$ cat src/rtl/core/sha256_pkg.sv
// SHA-256 stream hasher package: types, constants and round functions.
// Used by sha256_round and sha256_stream_hasher_top; no dependencies.
package sha256_pkg;

    localparam int WordW = 32;

    typedef enum logic [2:0] {
        ST_IDLE,
        ST_LOAD,
        ST_ROUND,
        ST_FOLD,
        ST_PAD,
        ST_EMIT
    } state_t;

    typedef logic [31:0] word_t;

    typedef struct packed {
        logic  start;
        logic  run;
        word_t w;
    } round_ctl_t;

    function automatic word_t round_k(input logic [5:0] idx);
        word_t k;
        case (idx)
            6'd0: k = 32'h428a2f98; 6'd1: k = 32'h71374491;
            6'd2: k = 32'hb5c0fbcf; 6'd3: k = 32'he9b5dba5;
            6'd4: k = 32'h3956c25b; 6'd5: k = 32'h59f111f1;
            6'd6: k = 32'h923f82a4; 6'd7: k = 32'hab1c5ed5;
            6'd8: k = 32'hd807aa98; 6'd9: k = 32'h12835b01;
            6'd10: k = 32'h243185be; 6'd11: k = 32'h550c7dc3;
            6'd12: k = 32'h72be5d74; 6'd13: k = 32'h80deb1fe;
            6'd14: k = 32'h9bdc06a7; 6'd15: k = 32'hc19bf174;
            6'd16: k = 32'he49b69c1; 6'd17: k = 32'hefbe4786;
            6'd18: k = 32'h0fc19dc6; 6'd19: k = 32'h240ca1cc;
            6'd20: k = 32'h2de92c6f; 6'd21: k = 32'h4a7484aa;
            6'd22: k = 32'h5cb0a9dc; 6'd23: k = 32'h76f988da;
            6'd24: k = 32'h983e5152; 6'd25: k = 32'ha831c66d;
            6'd26: k = 32'hb00327c8; 6'd27: k = 32'hbf597fc7;
            6'd28: k = 32'hc6e00bf3; 6'd29: k = 32'hd5a79147;
            6'd30: k = 32'h06ca6351; 6'd31: k = 32'h14292967;
            6'd32: k = 32'h27b70a85; 6'd33: k = 32'h2e1b2138;
            6'd34: k = 32'h4d2c6dfc; 6'd35: k = 32'h53380d13;
            6'd36: k = 32'h650a7354; 6'd37: k = 32'h766a0abb;
            6'd38: k = 32'h81c2c92e; 6'd39: k = 32'h92722c85;
            6'd40: k = 32'ha2bfe8a1; 6'd41: k = 32'ha81a664b;
            6'd42: k = 32'hc24b8b70; 6'd43: k = 32'hc76c51a3;
            6'd44: k = 32'hd192e819; 6'd45: k = 32'hd6990624;
            6'd46: k = 32'hf40e3585; 6'd47: k = 32'h106aa070;
            6'd48: k = 32'h19a4c116; 6'd49: k = 32'h1e376c08;
            6'd50: k = 32'h2748774c; 6'd51: k = 32'h34b0bcb5;
            6'd52: k = 32'h391c0cb3; 6'd53: k = 32'h4ed8aa4a;
            6'd54: k = 32'h5b9cca4f; 6'd55: k = 32'h682e6ff3;
            6'd56: k = 32'h748f82ee; 6'd57: k = 32'h78a5636f;
            6'd58: k = 32'h84c87814; 6'd59: k = 32'h8cc70208;
            6'd60: k = 32'h90befffa; 6'd61: k = 32'ha4506ceb;
            6'd62: k = 32'hbef9a3f7; default: k = 32'hc67178f2;
        endcase
        return k;
    endfunction

    function automatic word_t init_h(input logic [2:0] idx);
        word_t h;
        case (idx)
            3'd0: h = 32'h6a09e667; 3'd1: h = 32'hbb67ae85;
            3'd2: h = 32'h3c6ef372; 3'd3: h = 32'ha54ff53a;
            3'd4: h = 32'h510e527f; 3'd5: h = 32'h9b05688c;
            3'd6: h = 32'h1f83d9ab; default: h = 32'h5be0cd19;
        endcase
        return h;
    endfunction

    function automatic word_t rotr(input word_t v, input int s);
        return (v >> s) | (v << (WordW - s));
    endfunction

    function automatic word_t ssig0(input word_t p);
        return rotr(p, 7) ^ rotr(p, 18) ^ (p >> 3);
    endfunction

    function automatic word_t ssig1(input word_t q);
        return rotr(q, 17) ^ rotr(q, 19) ^ (q >> 10);
    endfunction

endpackage

$ cat src/rtl/core/sha256_round.sv
// SHA-256 round unit: working variables a..h and one round per cycle while ctl.run is set.
// Depends on sha256_pkg.
module sha256_round
(
    input  logic                   clk,
    input  logic                   rst_n,
    input  sha256_pkg::round_ctl_t ctl,
    input  logic [5:0]             round_idx,
    input  sha256_pkg::word_t      chain [8],
    output sha256_pkg::word_t      vars [8]
);

    sha256_pkg::word_t v_reg [8];
    sha256_pkg::word_t v_next [8];
    sha256_pkg::word_t big0, big1, ch, maj, t1, t2;

    // one compression round
    always_comb
    begin
        big1 = sha256_pkg::rotr(v_reg[4], 6) ^ sha256_pkg::rotr(v_reg[4], 11)
             ^ sha256_pkg::rotr(v_reg[4], 25);
        ch   = (v_reg[4] & v_reg[5]) ^ (~v_reg[4] & v_reg[6]);
        t1   = v_reg[7] + big1 + ch + sha256_pkg::round_k(round_idx) + ctl.w;
        big0 = sha256_pkg::rotr(v_reg[0], 2) ^ sha256_pkg::rotr(v_reg[0], 13)
             ^ sha256_pkg::rotr(v_reg[0], 22);
        maj  = (v_reg[0] & v_reg[1]) ^ (v_reg[0] & v_reg[2]) ^ (v_reg[1] & v_reg[2]);
        t2   = big0 + maj;
        v_next = v_reg;
        if (ctl.start)
        begin
            v_next = chain;
        end
        else if (ctl.run)
        begin
            v_next[7] = v_reg[6];
            v_next[6] = v_reg[5];
            v_next[5] = v_reg[4];
            v_next[4] = v_reg[3] + t1;
            v_next[3] = v_reg[2];
            v_next[2] = v_reg[1];
            v_next[1] = v_reg[0];
            v_next[0] = t1 + t2;
        end
    end

    // working variables
    always_ff @(posedge clk)
    begin
        v_reg <= v_next;
    end

    assign vars = v_reg;

    // rst_n unused for payload; kept on the port for uniform hookup
    logic unused_rst;
    assign unused_rst = rst_n;

endmodule

$ cat src/rtl/core/sha256_stream_hasher_top.sv
// SHA-256 stream hasher top level: byte intake, padding, schedule, digest out.
// Depends on sha256_pkg and sha256_round.
//
// A data word (one byte) is taken while the 64-byte block is not yet full.
// A byte that fills the block costs a compression (load, 64 rounds of the
// shared round unit, fold), during which in_ready is low. A word with last
// set pads the block and runs one or two more compressions, then the eight
// digest words are offered one per cycle on the output, holding while out_ready
// is low; the next message word is taken once the last digest word has left.
// The message schedule is a 16-word shift window.
module sha256_stream_hasher_top
(
    input  logic        clk,
    input  logic        rst_n,
    input  logic        in_valid,
    output logic        in_ready,
    input  logic [7:0]  data_byte,
    input  logic        has_byte,
    input  logic        last,
    output logic        out_valid,
    input  logic        out_ready,
    output logic [31:0] digest_word,
    output logic [2:0]  word_index,
    output logic        last_word
);

    sha256_pkg::state_t state_reg, state_next;
    sha256_pkg::word_t  chain_reg [8];
    sha256_pkg::word_t  chain_next [8];
    sha256_pkg::word_t  sched_reg [16];
    sha256_pkg::word_t  sched_next [16];
    sha256_pkg::word_t  vars [8];
    sha256_pkg::word_t  w_new;
    logic [60:0] count_reg, count_next;
    logic [5:0]  rnd_reg, rnd_next;
    logic        final_reg, final_next;   // compression belongs to padding
    logic        second_reg, second_next; // a length-only block must follow
    logic        end_reg, end_next;       // accepted word carried last
    logic [2:0]  emit_reg, emit_next;
    logic        acc;
    sha256_pkg::round_ctl_t ctl;
    logic [5:0]  pos;
    logic [63:0] bits;

    assign acc      = in_valid && in_ready;
    assign in_ready = (state_reg == sha256_pkg::ST_IDLE);
    assign pos      = count_reg[5:0];
    assign bits     = {count_reg, 3'b000};

    // schedule word for the current round
    assign w_new = sched_reg[0] + sha256_pkg::ssig0(sched_reg[1]) + sched_reg[9]
                 + sha256_pkg::ssig1(sched_reg[14]);

    // next state
    always_comb
    begin
        state_next = state_reg;
        case (state_reg)
            sha256_pkg::ST_IDLE:
                if (acc && has_byte && pos == 6'd63)
                    state_next = sha256_pkg::ST_LOAD;
                else if (acc && last)
                    state_next = sha256_pkg::ST_PAD;
            sha256_pkg::ST_PAD:   state_next = sha256_pkg::ST_LOAD;
            sha256_pkg::ST_LOAD:  state_next = sha256_pkg::ST_ROUND;
            sha256_pkg::ST_ROUND:
                if (rnd_reg == 6'd63) state_next = sha256_pkg::ST_FOLD;
            sha256_pkg::ST_FOLD:
                if (!final_reg)
                    state_next = end_reg ? sha256_pkg::ST_PAD : sha256_pkg::ST_IDLE;
                else if (second_reg)
                    state_next = sha256_pkg::ST_LOAD;
                else
                    state_next = sha256_pkg::ST_EMIT;
            sha256_pkg::ST_EMIT:
                if (out_ready && emit_reg == 3'd7) state_next = sha256_pkg::ST_IDLE;
            default: state_next = sha256_pkg::ST_IDLE;
        endcase
    end

    // datapath and control registers' next values
    always_comb
    begin
        chain_next  = chain_reg;
        sched_next  = sched_reg;
        count_next  = count_reg;
        rnd_next    = rnd_reg;
        final_next  = final_reg;
        second_next = second_reg;
        end_next    = end_reg;
        emit_next   = emit_reg;
        ctl.start   = 1'b0;
        ctl.run     = 1'b0;
        ctl.w       = (rnd_reg < 6'd16) ? sched_reg[rnd_reg[3:0]] : w_new;
        case (state_reg)
            sha256_pkg::ST_IDLE:
            begin
                if (acc)
                    end_next = last;
                if (acc && has_byte)
                begin
                    sched_next[pos[5:2]][8*(3-pos[1:0]) +: 8] = data_byte;
                    count_next = count_reg + 61'd1;
                end
            end
            sha256_pkg::ST_PAD:
            begin
                // 0x80 marker, zero tail, length if it fits
                for (int i = 0; i < 64; i++)
                begin
                    if (i == pos)
                        sched_next[i/4][8*(3-i%4) +: 8] = 8'h80;
                    else if (i > pos)
                        sched_next[i/4][8*(3-i%4) +: 8] = 8'h00;
                end
                final_next  = 1'b1;
                second_next = (pos >= 6'd56);
                if (pos < 6'd56)
                begin
                    sched_next[14] = bits[63:32];
                    sched_next[15] = bits[31:0];
                end
            end
            sha256_pkg::ST_LOAD:
            begin
                ctl.start = 1'b1;
                rnd_next  = 6'd0;
            end
            sha256_pkg::ST_ROUND:
            begin
                ctl.run  = 1'b1;
                rnd_next = rnd_reg + 6'd1;
                if (rnd_reg >= 6'd16)
                begin
                    for (int i = 0; i < 15; i++)
                        sched_next[i] = sched_reg[i+1];
                    sched_next[15] = w_new;
                end
            end
            sha256_pkg::ST_FOLD:
            begin
                for (int i = 0; i < 8; i++)
                    chain_next[i] = chain_reg[i] + vars[i];
                if (final_reg && second_reg)
                begin
                    for (int i = 0; i < 14; i++)
                        sched_next[i] = '0;
                    sched_next[14] = bits[63:32];
                    sched_next[15] = bits[31:0];
                    second_next = 1'b0;
                end
                emit_next = 3'd0;
            end
            sha256_pkg::ST_EMIT:
                if (out_ready)
                begin
                    emit_next = emit_reg + 3'd1;
                    if (emit_reg == 3'd7)
                    begin
                        for (int i = 0; i < 8; i++)
                            chain_next[i] = sha256_pkg::init_h(3'(i));
                        count_next = '0;
                        final_next = 1'b0;
                    end
                end
            default: ;
        endcase
    end

    // Schedule window note: rounds 0..15 read sched_reg directly by index;
    // from round 16 the window shifts so entry 0 holds w[t-16] at round t.

    // control registers
    always_ff @(posedge clk or negedge rst_n)
    begin
        if (!rst_n)
        begin
            state_reg  <= sha256_pkg::ST_IDLE;
            count_reg  <= '0;
            rnd_reg    <= '0;
            final_reg  <= 1'b0;
            second_reg <= 1'b0;
            end_reg    <= 1'b0;
            emit_reg   <= '0;
            for (int i = 0; i < 8; i++)
                chain_reg[i] <= sha256_pkg::init_h(3'(i));
        end
        else
        begin
            state_reg  <= state_next;
            count_reg  <= count_next;
            rnd_reg    <= rnd_next;
            final_reg  <= final_next;
            second_reg <= second_next;
            end_reg    <= end_next;
            emit_reg   <= emit_next;
            chain_reg  <= chain_next;
        end
    end

    // message block and schedule window
    always_ff @(posedge clk)
    begin
        sched_reg <= sched_next;
    end

    sha256_round u_round
    (
        .clk       (clk),
        .rst_n     (rst_n),
        .ctl       (ctl),
        .round_idx (rnd_reg),
        .chain     (chain_reg),
        .vars      (vars)
    );

    // digest output
    assign out_valid   = (state_reg == sha256_pkg::ST_EMIT);
    assign digest_word = chain_reg[emit_reg];
    assign word_index  = emit_reg;
    assign last_word   = (emit_reg == 3'd7);

    // assertions
    a_no_in_while_busy: assert property (@(posedge clk) disable iff (!rst_n)
        (state_reg != sha256_pkg::ST_IDLE) |-> !in_ready)
        else $error("input taken while busy");
    a_round_wraps: assert property (@(posedge clk) disable iff (!rst_n)
        (state_reg == sha256_pkg::ST_ROUND && rnd_reg == 6'd63)
        |=> state_reg == sha256_pkg::ST_FOLD)
        else $error("round count lost");
    a_emit_steps: assert property (@(posedge clk) disable iff (!rst_n)
        (out_valid && out_ready && !last_word) |=> (out_valid
        && word_index == $past(word_index) + 3'd1))
        else $error("digest word skipped");
    a_count_reset: assert property (@(posedge clk) disable iff (!rst_n)
        (out_valid && out_ready && last_word) |=> count_reg == '0)
        else $error("byte count not cleared");

endmodule
$ cat config.mk
export PLATFORM = sky130hd
export DESIGN_NAME = sha256_stream_hasher_top
export DESIGN_NICKNAME = d
export VERILOG_FILES = /design/src/rtl/core/sha256_pkg.sv /design/src/rtl/core/sha256_round.sv /design/src/rtl/core/sha256_stream_hasher_top.sv
export SDC_FILE = /design/constraint.sdc
export NUM_CORES = 2
export LEC_CHECK = 0
export BUFFER_PORTS_ARGS = -buffer_cell sky130_fd_sc_hd__buf_2
export CORE_ASPECT_RATIO = 1.2
export CORE_UTILIZATION = 55
export CTS_BUF_LIST = sky130_fd_sc_hd__clkbuf_4 sky130_fd_sc_hd__clkbuf_8 sky130_fd_sc_hd__clkbuf_16
export CTS_CLUSTER_DIAMETER = 50
export DETAILED_ROUTE_END_ITERATION = 8
export GPL_TIMING_DRIVEN = 1
export PLACE_DENSITY = 0.71
export SLEW_MARGIN = 10
export SYNTH_ARGS = -nofsm -noshare
export SYNTH_HDL_FRONTEND = slang
export SYNTH_SLANG_ARGS = --single-unit
export TNS_END_PERCENT = 100
$ cat constraint.sdc
create_clock -name clk -period 15.73 [get_ports clk]
set_input_delay 3.9325 -clock clk [delete_from_list [all_inputs] [get_ports clk]]
set_output_delay 3.9325 -clock clk [all_outputs]
set_load 0.02 [all_outputs]
# After elaboration in Yosys (flattened, before gate mapping)
# Memory sizes are Yosys's and may differ from the RTL's.
# Index checks and enable logic that the tools add are counted.
# classes
add_sub_neg	23
order_cmp	71
n_eq_ne	143
shifts	2
muxes	169
bitwise_logic	30
n_reduce_logical	87
# op_table
op	n
512-bit one-hot mux with 4 select lines	1
512-bit two-way mux	3
256-bit two-way mux	4
8-bit two-way mux	127
32-bit adder	18
512-bit bitwise mux	1
256-bit one-hot mux with 2 select lines	1
5-bit AND reduction	64
32-bit bitwise XOR	9
6-bit equality test, first input constant	32
6-bit > comparator, first input constant	32
32-bit two-way mux	6
61-bit two-way mux	3
3-bit inequality test, second input constant	55
32-bit AND	5
32-bit binary-select mux with 4-bit select	1
32-bit demux with 4-bit select	1
61-bit one-hot mux with 2 select lines	1
32-bit binary-select mux with 3-bit select	1
5-bit by 6-bit equality test with 1-bit output, first input constant	16
5-bit by 6-bit > comparator with 1-bit output, first input constant	16
64-bit two-way mux	1
61-bit by 1-bit adder with 61-bit output, second input constant	1
4-bit by 6-bit equality test with 1-bit output, first input constant	8
other kinds (57)	118
# totals
ff_bits	1100
rom_bits	2048
inputBits	14
n_memories	1
# mem_list
name	depth	width	rd	rd_clocked_by_memory_dff	wr	line_no	source
(no name shown)	64	32	1	0	0	sha256_pkg.sv:26	case (idx)

# Logic depth before layout (Yosys ltp)
# depth
word_depth	11
ltp_mapped	47

# By module
# From an unflattened synthesis, not the netlist that was laid out.
# hier_totals
hier_cells	8136
area_unflattened_um2	81104.0
# modules_own_cells
module	n_inst	cells_per_inst	area_each_um2	seq_area_each_um2
sha256_stream_hasher_top	1	5777	57656.5	23852.9
sha256_round	1	2359	23447.5	7687.4

# Worst setup path before layout
# OpenSTA, ideal clock, no wires.
# synth_timing
path_type	register -> register
from	register rnd_reg[1]
to	register u_round.v_reg (netlist bit u_round.vars[252]) (data pin)
setup_time_ps	256
t_arrival_ps	9540
setup_slack_ps	5934
stages_incl_launch_ff	42
n_path_buf	5
synth_period_minus_slack_ps	9796
path_cell_list	dfrtp_1 -> clkbuf_1 -> clkbuf_1 -> clkbuf_1 -> clkbuf_1 -> inv_1 -> ha_1 -> clkbuf_1 -> inv_1 -> nor2_1 -> o311a_1 -> nor3_1 -> a31oi_1 -> fa_1 -> fa_1 -> inv_1 -> fa_1 -> inv_1 -> (+6 left out) -> nor3_1 -> nor2_1 -> nor2_1 -> o21bai_1 -> a21oi_1 -> xnor2_1 -> fa_1 -> ha_1 -> a21o_1 -> a21oi_1 -> nor2_1 -> nor3_1 -> o21ai_1 -> a41o_1 -> or4_1 -> a31oi_1 -> xor2_1 -> o21ai_1
# synth_rtl
element	line_no	source
from (decl)	sha256_stream_hasher_top.sv:35	logic [5:0] rnd_reg, rnd_next;
from (signal assigned)	sha256_stream_hasher_top.sv:192	rnd_reg <= rnd_next;
to (signal assigned)	sha256_round.sv:49	v_reg <= v_next;
to (decl)	sha256_round.sv:13	sha256_pkg::word_t v_reg [8];

==> impl_metrics.json <==
{
  "status": "completed",
  "ios": 52,
  "grt_max_degree": 212,
  "fmax_mhz": 87.6,
  "tns_ps": 0,
  "cts_hold_buffers": 0,
  "tightest_slew_ps": 1410,
  "clock_tree.root_cell": "clkbuf_16",
  "clk_latency_ps": 830,
  "die_w_um": 348,
  "antenna_found_initial": 14,
  "rows": 152,
  "first_iter_violations": 8833,
  "finalClockSkew_ps": 28.5,
  "yosys_most_used_dff": "edfxtp_1",
  "cp_common_cell": "a21oi_1",
  "core-area_um2": 143000,
  "drt-pass1-iter-count": 9,
  "ys_types": 101,
  "worst_slack_ps": 4310,
  "overflow": 0,
  "hp-class": "flip-flop to flip-flop",
  "fin_area_um2": 86100,
  "numCtsBuffers": 140,
  "whs_ps": 496,
  "ctsResizeCount": 0,
  "ys.warnings.count": 0,
  "fill_cells": 12100,
  "async_flop_share_pct": 30.2,
  "crit_slowest_cell": "xnor2_1",
  "critPathMaxStageDelay_ps": 790,
  "pre_cts_slack_ps": 4630,
  "synth_area_um2": 79200,
  "yosysSeqAreaShare_pct": 39.8,
  "rsz0062_at_grt": "no",
  "cts_max_level": 4,
  "synth-edff-count": 768,
  "avgSynthCellArea_um2": 9.67,
  "layout_common_cells": "nand2_1 (1538), o21ai_0 (776), edfxtp_1 (768)",
  "clkTransAtPathRegs_ps": 60,
  "clk_path_buf_depth": 3,
  "grt_use_total_pct": 41.5,
  "placed_cell_area_um2": 81300,
  "grt_pass1_vias": 65100,
  "cts_tree": "yes",
  "yosys.area_share.simple_pct": 13.2,
  "wl_per_cell_um": 30.0,
  "synth-seq-cells": 1100,
  "finalSetupViolCount": 0,
  "critical_path_required_ps": 16270,
  "vias": 67100,
  "nNetsFinal": 8665,
  "multi_input_area_um2": 44600,
  "cp_num_buf_inv": 4,
  "place_congestion": 1.05,
  "die_h_um": 418,
  "start_util_pct": 55.4,
  "hold_viol_final": 0,
  "path_class": "flip-flop to flip-flop",
  "cp_max_fo": 5,
  "synth-compound-area-share_pct": 16.5,
  "start_kind": "flip-flop",
  "synth_xor_area_share_pct": 6.91,
  "dieArea_um2": 146000,
  "final_antenna_net_count": 0,
  "endpoint_kind": "flip-flop",
  "cts_setup_buffers": 0,
  "arrival_ps": 11960,
  "max_cap_viol_count": 0,
  "slew_headroom_pct": 4.73,
  "via_per_inst": 6.65,
  "finalWirelength_um": 303000,
  "synth_top_family_by_area": "compound AO/OA/AOI/OAI gates",
  "drive_gt1_share_pct": 11.3,
  "synthCells": 8189,
  "regArea_um2": 31600,
  "slew_violations": 0,
  "r2r_slack_ps": 4310,
  "port_buffers": 51,
  "synthAdderAreaFrac_pct": 11.7,
  "final_common_cell": "nand2_1",
  "grt_pass1_wl_um": 439000,
  "cts_sinks": 1100,
  "hpwlAfterDp_um": 221000,
  "synthesis.nets": 8803,
  "critical_path.top_delay_family": "adder cells",
  "synthMuxAreaShare_pct": 7.78,
  "period_minus_slack_ps": 11420,
  "drcViolationCount": 0,
  "area_delta_synth_final_pct": 8.66,
  "finalCritPeriodShare_pct": 72.6
}
[synthesized netlist by cell type (196+ instances only)]
library cell,instances,area share (%)
a21oi_1,532,3.4
xnor2_1,364,4.0
inv_1,398,1.9
nor2_1,479,2.3
xor2_1,256,2.8
ha_1,405,6.4
mux4_2,233,6.6
clkbuf_1,407,1.9
o21ai_0,779,4.9
edfxtp_1,768,29
dfrtp_1,196,6.2
nand2_1,1541,7.3
[cell families after synthesis]
logic type,count (synthesis)
compound gates,2158
xor+xnor,622
fa+ha+maj,628
buf+inv,854
flops,1100
mux,315
simple gates,2512
[final timing paths]
path / end / cells after the start / startpoint
max in group asynchronous: chain_reg[19] / 3 / rst_n
min: chain_reg[95] / 2 / chain_reg[95]
min reg2reg: chain_reg[95] / 2 / chain_reg[95]
max: u_round.vars[252] / 45 / flip-flop
max reg2reg: u_round.vars[252] / 45 / flip-flop
min in group asynchronous: chain_reg[160] / 1 / rst_n
[worst min-delay path: cells and delay by family, from the launching register on]
| kind | cells | cell delay (ps) |
|---|---|---|
| flip-flops | 1 | 380 |
| buffers and inverters | 1 | 60 |
| AO/OA/AOI/OAI | 1 | 60 |
[layout make-up]
class | instances | area share [%]
inverter | 399 | 1.75
multi-input combinational | 6235 | 51.8
clock inverter | 80 | 0.999
timing repair buffer | 175 | 1.42
sequential | 1100 | 36.7
tap | 1925 | 2.80
clock buffer | 174 | 4.54
antenna | 12 | 0.0349
[through the flow]
step                utilization, %  std cells
global placement              56.8       9832
CTS                           60.2      10100
floorplan                        -       8189
detailed placement            56.8       9833
global route                  60.2      10100
finish                        60.2      10100
[metal layers]
| layer | global-route usage [%] | part of all wire, % | up-vias | wire (um) |
|---|---|---|---|---|
| met2 | 65.0 | 45 | 4251 | 137000 |
| met5 | 0 | 0.014 | - | 41 |
| met1 | 47.5 | 34 | 32700 | 103000 |
| met4 | 37.6 | 11 | 6 | 33700 |
| met3 | 9.28 | 9.8 | 1189 | 29600 |
| li1 | - | - | 29000 | - |
Power is not shown: default switching activity piles up to over one toggle a cycle in this logic, so the estimate is an artifact.
